<file path="src/rtl/ptssp_pkg.sv">
`timescale 1ns / 1ps
`default_nettype none

package ptssp_pkg;

   localparam int CSR_ADDR_W = 5;
   localparam int CSR_DATA_W = 32;

   localparam logic [2:0] REG_YAW_MIN   = 3'd0;
   localparam logic [2:0] REG_YAW_MAX   = 3'd1;
   localparam logic [2:0] REG_PITCH_MIN = 3'd2;
   localparam logic [2:0] REG_PITCH_MAX = 3'd3;
   localparam logic [2:0] REG_MOTION_EN = 3'd4;

   localparam logic signed [8:0]  SCALE_OFFSET = 9'sd100;
   localparam logic signed [8:0]  SCALE_SPAN   = 9'sd200;
   localparam logic signed [17:0] POS_HI       = 18'sd100;
   localparam logic signed [17:0] POS_LO       = -18'sd100;
   localparam logic [7:0]         SERVO_TOP    = 8'd180;
   localparam logic [7:0]         SERVO_CENTRE = 8'd90;

   // x / 200 == ((x >> 3) * 10486) >> 18 for x below 2^16
   localparam logic [13:0] RECIP_25    = 14'd10486;
   localparam int          RECIP_SHIFT = 18;

   localparam int DIV_W     = 16;
   localparam int DIV_CNT_W = 4;

   typedef enum logic [3:0] {
      OP_NONE,
      OP_LOAD,
      OP_GMUL,
      OP_GRECIP,
      OP_STEP,
      OP_PNUM,
      OP_DSTART,
      OP_PDONE,
      OP_TOL,
      OP_OUT
   } op_type;

   typedef enum logic [3:0] {
      ST_IDLE,
      ST_GMUL,
      ST_GRECIP,
      ST_STEP,
      ST_PNUM,
      ST_DSTART,
      ST_DWAIT,
      ST_PDONE,
      ST_TOL,
      ST_OUT
   } state_type;

   typedef struct packed {
      op_type op;
      logic   sel;
   } cmd_type;

   typedef struct packed {
      logic span_zero;
      logic div_done;
      logic out_full;
   } status_type;

   typedef struct packed {
      logic [7:0] yaw_min;
      logic [7:0] yaw_max;
      logic [7:0] pitch_min;
      logic [7:0] pitch_max;
      logic       motion_en;
   } cfg_type;

endpackage

`default_nettype wire

</file>
<file path="src/rtl/pan_tilt_servo_slew_positioner.sv">
`timescale 1ns / 1ps
`default_nettype none

// Pan/tilt servo positioner. Each request transaction carries a yaw and a pitch target,
// saturated to -100..100 and mapped onto the configured angle range of each axis; with
// motion enabled each servo angle steps one degree toward its mapped target. The response
// gives both angles, both angles mapped back to -100..100 and an aligned flag. Both
// angles reset to 90. Requests are taken one at a time; the next one can be taken in the
// same cycle that the response is first presented. Most of a transaction is spent in
// two passes through the shared 16-step restoring divider (one per axis); an axis
// whose minimum equals its maximum skips the divider. A new request is accepted while
// the previous response is still waiting; its own response then waits until the
// earlier one has been taken.

module pan_tilt_servo_slew_positioner
   import ptssp_pkg::*;
(
   input  wire logic                  clock,
   input  wire logic                  reset,

   input  wire logic                  req_tvalid,
   output logic                       req_tready,
   input  wire logic [31:0]           req_tdata,   // yaw_target[15:0], pitch_target[31:16]

   output logic                       rsp_tvalid,
   input  wire logic                  rsp_tready,
   output logic [39:0]                rsp_tdata,   // yaw_angle[7:0], pitch_angle[15:8],
                                                   // yaw_position[23:16],
                                                   // pitch_position[31:24], aligned[32]

   input  wire logic                  csr_psel,
   input  wire logic                  csr_penable,
   input  wire logic                  csr_pwrite,
   input  wire logic [CSR_ADDR_W-1:0] csr_paddr,
   input  wire logic [CSR_DATA_W-1:0] csr_pwdata,
   output logic      [CSR_DATA_W-1:0] csr_prdata,
   output logic                       csr_pready
);

   cfg_type    cfg;
   cmd_type    cmd;
   status_type status;

   ptssp_csr u_csr (
      .clock   (clock),
      .reset   (reset),
      .psel    (csr_psel),
      .penable (csr_penable),
      .pwrite  (csr_pwrite),
      .paddr   (csr_paddr),
      .pwdata  (csr_pwdata),
      .prdata  (csr_prdata),
      .pready  (csr_pready),
      .cfg     (cfg)
   );

   ptssp_ctrl u_ctrl (
      .clock      (clock),
      .reset      (reset),
      .req_tvalid (req_tvalid),
      .req_tready (req_tready),
      .status     (status),
      .cmd        (cmd)
   );

   ptssp_datapath u_datapath (
      .clock      (clock),
      .reset      (reset),
      .cmd        (cmd),
      .status     (status),
      .cfg        (cfg),
      .req_tdata  (req_tdata),
      .rsp_tvalid (rsp_tvalid),
      .rsp_tready (rsp_tready),
      .rsp_tdata  (rsp_tdata)
   );

endmodule

`default_nettype wire

</file>
<file path="src/rtl/ptssp_div.sv">
`timescale 1ns / 1ps
`default_nettype none

module ptssp_div
   import ptssp_pkg::*;
(
   input  wire logic             clock,
   input  wire logic             reset,
   input  wire logic             start,
   input  wire logic [DIV_W-1:0] dividend,
   input  wire logic [7:0]       divisor,
   output logic      [DIV_W-1:0] quotient,
   output logic                  done
);

   logic                 busy_ff;
   logic                 done_ff;
   logic [DIV_CNT_W-1:0] cnt_ff;
   logic [7:0]           rem_ff;
   logic [7:0]           dvs_ff;
   logic [DIV_W-1:0]     quo_ff;

   logic [8:0] shifted;
   logic [8:0] trial;
   logic       ge;

   always_comb begin
      shifted = {rem_ff, quo_ff[DIV_W-1]};
      trial   = shifted - {1'b0, dvs_ff};
      ge      = (shifted >= {1'b0, dvs_ff});
   end

   always_ff @(posedge clock) begin
      if (reset) begin
         busy_ff <= 1'b0;
         done_ff <= 1'b0;
         cnt_ff  <= '0;
      end else begin
         done_ff <= 1'b0;
         if (start) begin
            busy_ff <= 1'b1;
            cnt_ff  <= '0;
         end else if (busy_ff) begin
            cnt_ff <= cnt_ff + 1'b1;
            if (cnt_ff == DIV_CNT_W'(DIV_W - 1)) begin
               busy_ff <= 1'b0;
               done_ff <= 1'b1;
            end
         end
      end
   end

   always_ff @(posedge clock) begin
      if (start) begin
         quo_ff <= dividend;
         rem_ff <= '0;
         dvs_ff <= divisor;
      end else if (busy_ff) begin
         quo_ff <= {quo_ff[DIV_W-2:0], ge};
         rem_ff <= ge ? trial[7:0] : shifted[7:0];
      end
   end

   assign quotient = quo_ff;
   assign done     = done_ff;

endmodule

`default_nettype wire

</file>
<file path="src/rtl/ptssp_csr.sv">
`timescale 1ns / 1ps
`default_nettype none

module ptssp_csr
   import ptssp_pkg::*;
(
   input  wire logic                  clock,
   input  wire logic                  reset,
   input  wire logic                  psel,
   input  wire logic                  penable,
   input  wire logic                  pwrite,
   input  wire logic [CSR_ADDR_W-1:0] paddr,
   input  wire logic [CSR_DATA_W-1:0] pwdata,
   output logic      [CSR_DATA_W-1:0] prdata,
   output logic                       pready,
   output cfg_type                    cfg
);

   cfg_type    cfg_ff;
   logic [2:0] index;
   logic       wr;

   assign index  = paddr[4:2];
   assign wr     = psel & penable & pwrite;
   assign pready = 1'b1;
   assign cfg    = cfg_ff;

   always_ff @(posedge clock) begin
      if (reset) begin
         cfg_ff.yaw_min   <= 8'd0;
         cfg_ff.yaw_max   <= SERVO_TOP;
         cfg_ff.pitch_min <= 8'd0;
         cfg_ff.pitch_max <= SERVO_TOP;
         cfg_ff.motion_en <= 1'b1;
      end else if (wr) begin
         case (index)
            REG_YAW_MIN:   cfg_ff.yaw_min   <= pwdata[7:0];
            REG_YAW_MAX:   cfg_ff.yaw_max   <= pwdata[7:0];
            REG_PITCH_MIN: cfg_ff.pitch_min <= pwdata[7:0];
            REG_PITCH_MAX: cfg_ff.pitch_max <= pwdata[7:0];
            REG_MOTION_EN: cfg_ff.motion_en <= pwdata[0];
            default: ;
         endcase
      end
   end

   always_comb begin
      case (index)
         REG_YAW_MIN:   prdata = CSR_DATA_W'(cfg_ff.yaw_min);
         REG_YAW_MAX:   prdata = CSR_DATA_W'(cfg_ff.yaw_max);
         REG_PITCH_MIN: prdata = CSR_DATA_W'(cfg_ff.pitch_min);
         REG_PITCH_MAX: prdata = CSR_DATA_W'(cfg_ff.pitch_max);
         REG_MOTION_EN: prdata = CSR_DATA_W'(cfg_ff.motion_en);
         default:       prdata = '0;
      endcase
   end

endmodule

`default_nettype wire

</file>
<file path="src/rtl/ptssp_datapath.sv">
`timescale 1ns / 1ps
`default_nettype none

module ptssp_datapath
   import ptssp_pkg::*;
(
   input  wire logic        clock,
   input  wire logic        reset,
   input  wire cmd_type     cmd,
   output status_type       status,
   input  wire cfg_type     cfg,
   input  wire logic [31:0] req_tdata,
   output logic             rsp_tvalid,
   input  wire logic        rsp_tready,
   output logic [39:0]      rsp_tdata
);

   function automatic logic signed [7:0] sat_target(input logic signed [15:0] v);
      logic signed [7:0] r;
      if (v < -16'sd100) begin
         r = -8'sd100;
      end else if (v > 16'sd100) begin
         r = 8'sd100;
      end else begin
         r = v[7:0];
      end
      return r;
   endfunction

   logic signed [7:0]  tgt_ff [2];
   logic [7:0]         ang_ff [2];
   logic               ok_ff  [2];
   logic signed [7:0]  psat_ff [2];
   logic signed [16:0] prod_ff;
   logic [7:0]         gq_ff;
   logic               gneg_ff;
   logic [DIV_W-1:0]   dividend_ff;
   logic               pneg_ff;
   logic signed [17:0] pos_ff;
   logic [16:0]        dist_ff;
   logic               out_full_ff;
   logic [39:0]        out_data_ff;

   logic               sel;
   logic [7:0]         mn;
   logic [7:0]         mx;
   logic signed [8:0]  span;
   logic [7:0]         abs_span;
   logic signed [7:0]  t_sel;
   logic signed [8:0]  u;
   logic signed [17:0] prod_full;
   logic [15:0]        gmag;
   logic [26:0]        recip_prod;
   logic [7:0]         goal;
   logic [7:0]         a_cur;
   logic [7:0]         ang_in;
   logic signed [8:0]  diff;
   logic signed [17:0] num_full;
   logic [DIV_W-1:0]   quotient;
   logic               div_done;
   logic signed [17:0] qs;
   logic signed [17:0] pos_in;
   logic signed [17:0] dev;
   logic [24:0]        tol_prod;
   logic signed [7:0]  psat_in;

   assign sel      = cmd.sel;
   assign mn       = sel ? cfg.pitch_min : cfg.yaw_min;
   assign mx       = sel ? cfg.pitch_max : cfg.yaw_max;
   assign span     = signed'({1'b0, mx}) - signed'({1'b0, mn});
   assign abs_span = span[8] ? 8'(-span) : span[7:0];
   assign t_sel    = tgt_ff[sel];
   assign u        = signed'({t_sel[7], t_sel}) + SCALE_OFFSET;
   assign a_cur    = ang_ff[sel];

   always_comb begin
      prod_full  = u * span;
      gmag       = prod_ff[16] ? 16'(-prod_ff) : prod_ff[15:0];
      recip_prod = 27'(gmag[15:3]) * 27'(RECIP_25);
      goal       = gneg_ff ? (mn - gq_ff) : (mn + gq_ff);

      ang_in = a_cur;
      if (cfg.motion_en) begin
         if (goal > a_cur) begin
            if (a_cur < SERVO_TOP) begin
               ang_in = a_cur + 8'd1;
            end
         end else if (goal < a_cur) begin
            ang_in = a_cur - 8'd1;
         end
      end

      diff     = signed'({1'b0, a_cur}) - signed'({1'b0, mn});
      num_full = diff * SCALE_SPAN;

      qs     = pneg_ff ? -signed'({2'b00, quotient}) : signed'({2'b00, quotient});
      pos_in = qs - POS_HI;
      dev    = pos_in - 18'(t_sel);

      tol_prod = 25'(dist_ff) * 25'(abs_span);
      if (pos_ff < POS_LO) begin
         psat_in = -8'sd100;
      end else if (pos_ff > POS_HI) begin
         psat_in = 8'sd100;
      end else begin
         psat_in = pos_ff[7:0];
      end
   end

   ptssp_div u_div (
      .clock    (clock),
      .reset    (reset),
      .start    (cmd.op == OP_DSTART),
      .dividend (dividend_ff),
      .divisor  (abs_span),
      .quotient (quotient),
      .done     (div_done)
   );

   always_ff @(posedge clock) begin
      case (cmd.op)
         OP_LOAD: begin
            tgt_ff[0] <= sat_target(req_tdata[15:0]);
            tgt_ff[1] <= sat_target(req_tdata[31:16]);
         end
         OP_GMUL: begin
            prod_ff <= prod_full[16:0];
         end
         OP_GRECIP: begin
            gq_ff   <= recip_prod[RECIP_SHIFT +: 8];
            gneg_ff <= prod_ff[16];
         end
         OP_PNUM: begin
            dividend_ff <= num_full[17] ? DIV_W'(-num_full) : num_full[DIV_W-1:0];
            pneg_ff     <= num_full[17] ^ span[8];
         end
         OP_PDONE: begin
            pos_ff  <= pos_in;
            dist_ff <= dev[17] ? 17'(-dev) : dev[16:0];
         end
         OP_TOL: begin
            if (span == 9'sd0) begin
               ok_ff[sel]   <= 1'b1;
               psat_ff[sel] <= -8'sd100;
            end else begin
               ok_ff[sel]   <= (tol_prod <= 25'(SCALE_SPAN));
               psat_ff[sel] <= psat_in;
            end
         end
         OP_OUT: begin
            out_data_ff <= {7'd0, ok_ff[0] & ok_ff[1], psat_ff[1], psat_ff[0],
                            ang_ff[1], ang_ff[0]};
         end
         default: ;
      endcase
   end

   always_ff @(posedge clock) begin
      if (reset) begin
         ang_ff[0]   <= SERVO_CENTRE;
         ang_ff[1]   <= SERVO_CENTRE;
         out_full_ff <= 1'b0;
      end else begin
         if (cmd.op == OP_STEP) begin
            ang_ff[sel] <= ang_in;
         end
         if (cmd.op == OP_OUT) begin
            out_full_ff <= 1'b1;
         end else if (rsp_tready) begin
            out_full_ff <= 1'b0;
         end
      end
   end

   assign status.span_zero = (span == 9'sd0);
   assign status.div_done  = div_done;
   assign status.out_full  = out_full_ff;

   assign rsp_tvalid = out_full_ff;
   assign rsp_tdata  = out_data_ff;

   a_angle_range: assert property (@(posedge clock) disable iff (reset)
      (ang_ff[0] <= SERVO_TOP) && (ang_ff[1] <= SERVO_TOP))
      else $error("servo angle beyond travel");

   a_slew_one_degree: assert property (@(posedge clock) disable iff (reset)
      (cmd.op == OP_STEP && !cmd.sel) |=>
         (ang_ff[0] == $past(ang_ff[0]) || ang_ff[0] == $past(ang_ff[0]) + 8'd1 ||
          ang_ff[0] == $past(ang_ff[0]) - 8'd1))
      else $error("yaw angle moved by more than one degree");

   a_no_overwrite: assert property (@(posedge clock) disable iff (reset)
      (cmd.op == OP_OUT) |-> !out_full_ff)
      else $error("result register overwritten before transaction");

   a_div_latency: assert property (@(posedge clock) disable iff (reset)
      (cmd.op == OP_DSTART) |=> !div_done)
      else $error("divider finished too early");

endmodule

`default_nettype wire

</file>
<file path="src/rtl/ptssp_ctrl.sv">
`timescale 1ns / 1ps
`default_nettype none

module ptssp_ctrl
   import ptssp_pkg::*;
(
   input  wire logic       clock,
   input  wire logic       reset,
   input  wire logic       req_tvalid,
   output logic            req_tready,
   input  wire status_type status,
   output cmd_type         cmd
);

   state_type state_ff, state_in;
   logic      sel_ff, sel_in;

   always_ff @(posedge clock) begin
      if (reset) begin
         state_ff <= ST_IDLE;
         sel_ff   <= 1'b0;
      end else begin
         state_ff <= state_in;
         sel_ff   <= sel_in;
      end
   end

   always_comb begin
      state_in   = state_ff;
      sel_in     = sel_ff;
      req_tready = 1'b0;
      cmd.op     = OP_NONE;
      cmd.sel    = sel_ff;
      case (state_ff)
         ST_IDLE: begin
            req_tready = 1'b1;
            if (req_tvalid) begin
               cmd.op   = OP_LOAD;
               sel_in   = 1'b0;
               state_in = ST_GMUL;
            end
         end
         ST_GMUL: begin
            cmd.op   = OP_GMUL;
            state_in = ST_GRECIP;
         end
         ST_GRECIP: begin
            cmd.op   = OP_GRECIP;
            state_in = ST_STEP;
         end
         ST_STEP: begin
            cmd.op   = OP_STEP;
            state_in = ST_PNUM;
         end
         ST_PNUM: begin
            cmd.op   = OP_PNUM;
            state_in = status.span_zero ? ST_TOL : ST_DSTART;
         end
         ST_DSTART: begin
            cmd.op   = OP_DSTART;
            state_in = ST_DWAIT;
         end
         ST_DWAIT: begin
            if (status.div_done) begin
               state_in = ST_PDONE;
            end
         end
         ST_PDONE: begin
            cmd.op   = OP_PDONE;
            state_in = ST_TOL;
         end
         ST_TOL: begin
            cmd.op = OP_TOL;
            if (!sel_ff) begin
               sel_in   = 1'b1;
               state_in = ST_GMUL;
            end else begin
               state_in = ST_OUT;
            end
         end
         ST_OUT: begin
            if (!status.out_full) begin
               cmd.op   = OP_OUT;
               state_in = ST_IDLE;
            end
         end
         default: begin
            state_in = ST_IDLE;
         end
      endcase
   end

endmodule

`default_nettype wire
</file>
<file path="config.mk">
export PLATFORM = sky130hd
export DESIGN_NAME = pan_tilt_servo_slew_positioner
export DESIGN_NICKNAME = d
export VERILOG_FILES = /design/src/rtl/ptssp_pkg.sv /design/src/rtl/pan_tilt_servo_slew_positioner.sv /design/src/rtl/ptssp_div.sv /design/src/rtl/ptssp_csr.sv /design/src/rtl/ptssp_datapath.sv /design/src/rtl/ptssp_ctrl.sv
export SDC_FILE = /design/constraint.sdc
export NUM_CORES = 1
export LEC_CHECK = 0
export BUFFER_PORTS_ARGS = -buffer_cell sky130_fd_sc_hd__buf_2
export CORE_ASPECT_RATIO = 1.4
export CORE_MARGIN = 2
export CORE_UTILIZATION = 30
export CTS_BUF_LIST = sky130_fd_sc_hd__clkbuf_8
export DETAILED_ROUTE_END_ITERATION = 12
export REMOVE_ABC_BUFFERS = 1
export SYNTH_ARGS = -nofsm -noshare
export SYNTH_HDL_FRONTEND = slang
export SYNTH_SLANG_ARGS = --single-unit
</file>
<file path="constraint.sdc">
create_clock -name clock -period 8 [get_ports clock]
set_input_delay 1.6 -clock clock [delete_from_list [all_inputs] [get_ports clock]]
set_output_delay 1.6 -clock clock [all_outputs]
set_load 0.01 [all_outputs]
</file>
==> flow_summary.yaml <==
timing:
  slew_violations: 0
  setup_violations: 0
  fin_skew_ns: 0.04838
  post-route-min-period_ns: 7.752
  fin_crit_sh_pct: 96.90
  finalSetupTns_ns: 0
  worst_pin_slew_ns: 1.101
  setup_ws_ns: 0.2482
  finalHoldViolations: 0
  slew-limit-headroom_pct: 26.41
  fmax_mhz: 129.0
global_routing:
  gr-usage-met3_pct: 1.702
  busiest_layer: "met2"
  grt_pass1_wl_mm: 93.89
  globalRouteOverflowTotal: 0
  met2_usage_pct: 24.32
  grtUsageTotal_pct: 13.93
  antenna_found_initial: 6
  grt_max_degree: 47
  grtUsageMet1_pct: 17.85
  grt_pass1_vias: 18350
floorplanning:
  start_util_pct: 30.35
  die_h_um: 341.6
  dieArea_um2: 83760
  coreArea_um2: 80490
  dieWidth_um: 245.2
  num_rows: 123
  io_pins: 151
placement:
  io_buffers: 92
  place.gp.congestion: 0.9096
  pre_cts_ws_ns: -0.4021
  place_area_um2: 27120
  dpl.hpwl_mm: 46.47
setup_path:
  crit_start: "u_ctrl.sel_ff$_SDFFE_PP0P_"
  r2r-end: "u_datapath.ok_ff[0]$_DFFE_PP_"
  end_kind: "flip-flop"
  reg2reg_slack_ns: 0.25
  critPathKind: "flip-flop to flip-flop"
  cp_data_arrival_time_ns: 8.24
  worstReg2RegStart: "u_ctrl.sel_ff$_SDFFE_PP0P_"
  worstPathMaxFanout: 6
  reg2reg_depth: 35
  slowest_delay_ns: 0.53
  cpMostUsedCell: "buf_4"
  path_depth: 35
  crit_end: "u_datapath.ok_ff[0]$_DFFE_PP_"
  slowest_stage: "fa_1"
  cp_top_family: "adder cells"
  path_buf_inv: 11
  cp.required_ns: 8.49
  start_kind: "flip-flop"
clock_tree:
  clock_sinks: 236
  cts_made_buffers: 43
  htree_levels: 2
  cts.hold.buffers_added: 0
  cts_root_buf: "clkbuf_8"
  path_clk_slew_ns: 0.06
  clock_latency_ns: 0.63
  clock_path_buffers: 3
  tritoncts: "yes"
synth:
  synthAdderAreaFrac_pct: 32.01
  synthSimpleGateAreaFrac_pct: 13.83
  syn_avg_cell_area_um2: 9.862
  synth.area.mux_share_pct: 4.144
  ys.flop_type: "edfxtp_1"
  ys_ff_latch: 236
  synth_edf_count: 182
  async_flop_share_pct: 0
  synthXorXnorAreaFrac_pct: 6.213
  synth_cell_type_count: 80
  ys_warn_count: 0
  synth_top_family_by_area: "adder cells"
  synth_compound_area_share_pct: 9.138
  syn_inst: 2477
  synthesis.area_um2: 24430
  seq_area_frac_synth_pct: 26.80
drt:
  drc: 0
  drt_iter0_markers: 733
  drtPass1Iterations: 5
  routedWlPerCell_um: 15.04
  antenna_left: 0
  wl_mm: 57.37
  vias: 17810
  viasPerCell: 4.668
final_layout:
  final_core_util_pct: 35.25
  design_area_um2: 28370
  final_layout_size_suffix_gt1_share_pct: 15.21
  nets: 3283
  area_growth_pct: 16.14
outcome:
  status: "finished, final reports clean"
min_path:
  hp-class: "flip-flop to flip-flop"
run:
  maxCapViolCount: 0
[through the flow]
| step | instances | hold WS (ns) |
|---|---|---|
| floorplan | 2423 | 0.4003 |
| finish | 3815 | 0.4169 |
| CTS | 3803 | 0.4181 |
| global route | 3812 | 0.4289 |
| detailed placement | 3725 | 0.4045 |
| global placement | 3725 | 0.4007 |
[cell type report]
type	instances	area, um^2
Clock inverter	29	176.4
Sequential cell	236	6550
Multi-Input combinational cell	1796	16410
Antenna cell	4	10.01
Clock buffer	48	660.6
Fill cell	8150	52120
Inverter	391	1473
Timing Repair Buffer	249	1765
Tap cell	1062	1329
[cell usage after synthesis, drive strengths merged, types with 4 or more instances]
cell | number | area share, %
a211o | 9 | 0.32
a211oi | 10 | 0.31
a21boi | 7 | 0.22
a21o | 26 | 0.80
a21oi | 85 | 1.7
a22oi | 4 | 0.12
a311oi | 6 | 0.22
a31o | 6 | 0.22
a31oi | 8 | 0.20
and2 | 84 | 2.2
and3 | 12 | 0.31
buf | 40 | 1.1
clkbuf | 44 | 0.68
dfxtp | 54 | 4.4
edfxtp | 182 | 22
fa | 225 | 18
ha | 265 | 14
inv | 391 | 6.0
mux2 | 27 | 1.2
mux2i | 55 | 2.3
mux4 | 7 | 0.65
nand2 | 168 | 2.6
nand2b | 28 | 0.72
nand3 | 20 | 0.41
nand3b | 8 | 0.25
nand4 | 20 | 0.51
nor2 | 177 | 2.7
nor2b | 60 | 1.5
nor3 | 36 | 0.74
nor3b | 7 | 0.22
nor4 | 16 | 0.41
o211ai | 11 | 0.34
o21a | 24 | 0.74
o21ai | 69 | 1.4
o21bai | 10 | 0.31
o311ai | 4 | 0.14
o31a | 5 | 0.18
o31ai | 17 | 0.54
o41ai | 11 | 0.43
or2 | 11 | 0.28
or3 | 13 | 0.33
or4 | 7 | 0.23
xnor2 | 117 | 4.2
xor2 | 51 | 1.8
[how the worst min path moves through the flow]
stage	from	end	slack (ns)	depth (start not counted)
global route	u_datapath.psat_ff[0][0]$_DFFE_PP_	rsp_tdata[16]$_DFFE_PP_	0.43	0
detailed placement	u_datapath.psat_ff[0][0]$_DFFE_PP_	rsp_tdata[16]$_DFFE_PP_	0.40	0
global placement	u_datapath.psat_ff[0][0]$_DFFE_PP_	rsp_tdata[16]$_DFFE_PP_	0.40	0
floorplan	u_datapath.psat_ff[0][0]$_DFFE_PP_	rsp_tdata[16]$_DFFE_PP_	0.40	0
finish	u_datapath.psat_ff[0][0]$_DFFE_PP_	rsp_tdata[16]$_DFFE_PP_	0.42	0
CTS	u_datapath.psat_ff[0][0]$_DFFE_PP_	rsp_tdata[16]$_DFFE_PP_	0.42	0
[sequential cells by signal, summed over array words and instances, names as in the netlist, 13 cells and up, named ones only]
name,cells
u_datapath.prod_ff,17
u_datapath.dividend_ff,13
u_datapath.tgt_ff,16
u_datapath.dist_ff,17
u_datapath.ang_ff,16
rsp_tdata,32
u_datapath.pos_ff,18
u_csr.cfg,33
u_datapath.psat_ff,16
u_datapath.u_div.quotient,16
[metal layers]
layer  vias up  part of all wire, %  routed length [um]
li1       8726                    -                   -
met1      8653                   43               24890
met2       360                   49               28310
met3        70                  4.9                2824
met4         0                  2.3                1342
met5         -                    0                   0
[timing repair]
item                       4_1_cts  5_1_grt
resized for setup               10       56
pin swaps                        3       36
cloned                           0        2
setup buffers                    1        6
setup endpoints to repair        2        2
[cell families (layout without fill, tap and decap cells)]
logic type      count (synthesis)  count (layout)
simple gates                  679             679
other cells                     2              36
compound gates                336             336
buf+inv                       475             717
flops                         236             236
fa+ha+maj                     490             490
mux                            89              89
xor+xnor                      170             170
[layout by cell type (no fill, tap or decap), types with 32 or more instances in the layout]
master	n
nor2_1	173
and2_1	84
inv_1	399
clkbuf_8	48
a21oi_1	81
nor2b_1	60
nand2_1	167
xor2_1	51
dfxtp_1	53
o21ai_0	59
ha_1	255
fa_1	221
edfxtp_1	182
buf_2	92
mux2i_1	53
nor3_1	33
xnor2_1	111
buf_4	147
conb_1	32
Power is left out: the tool's default activity adds up to more than one toggle a clock period on the data nets, which glitch-free logic cannot reach.
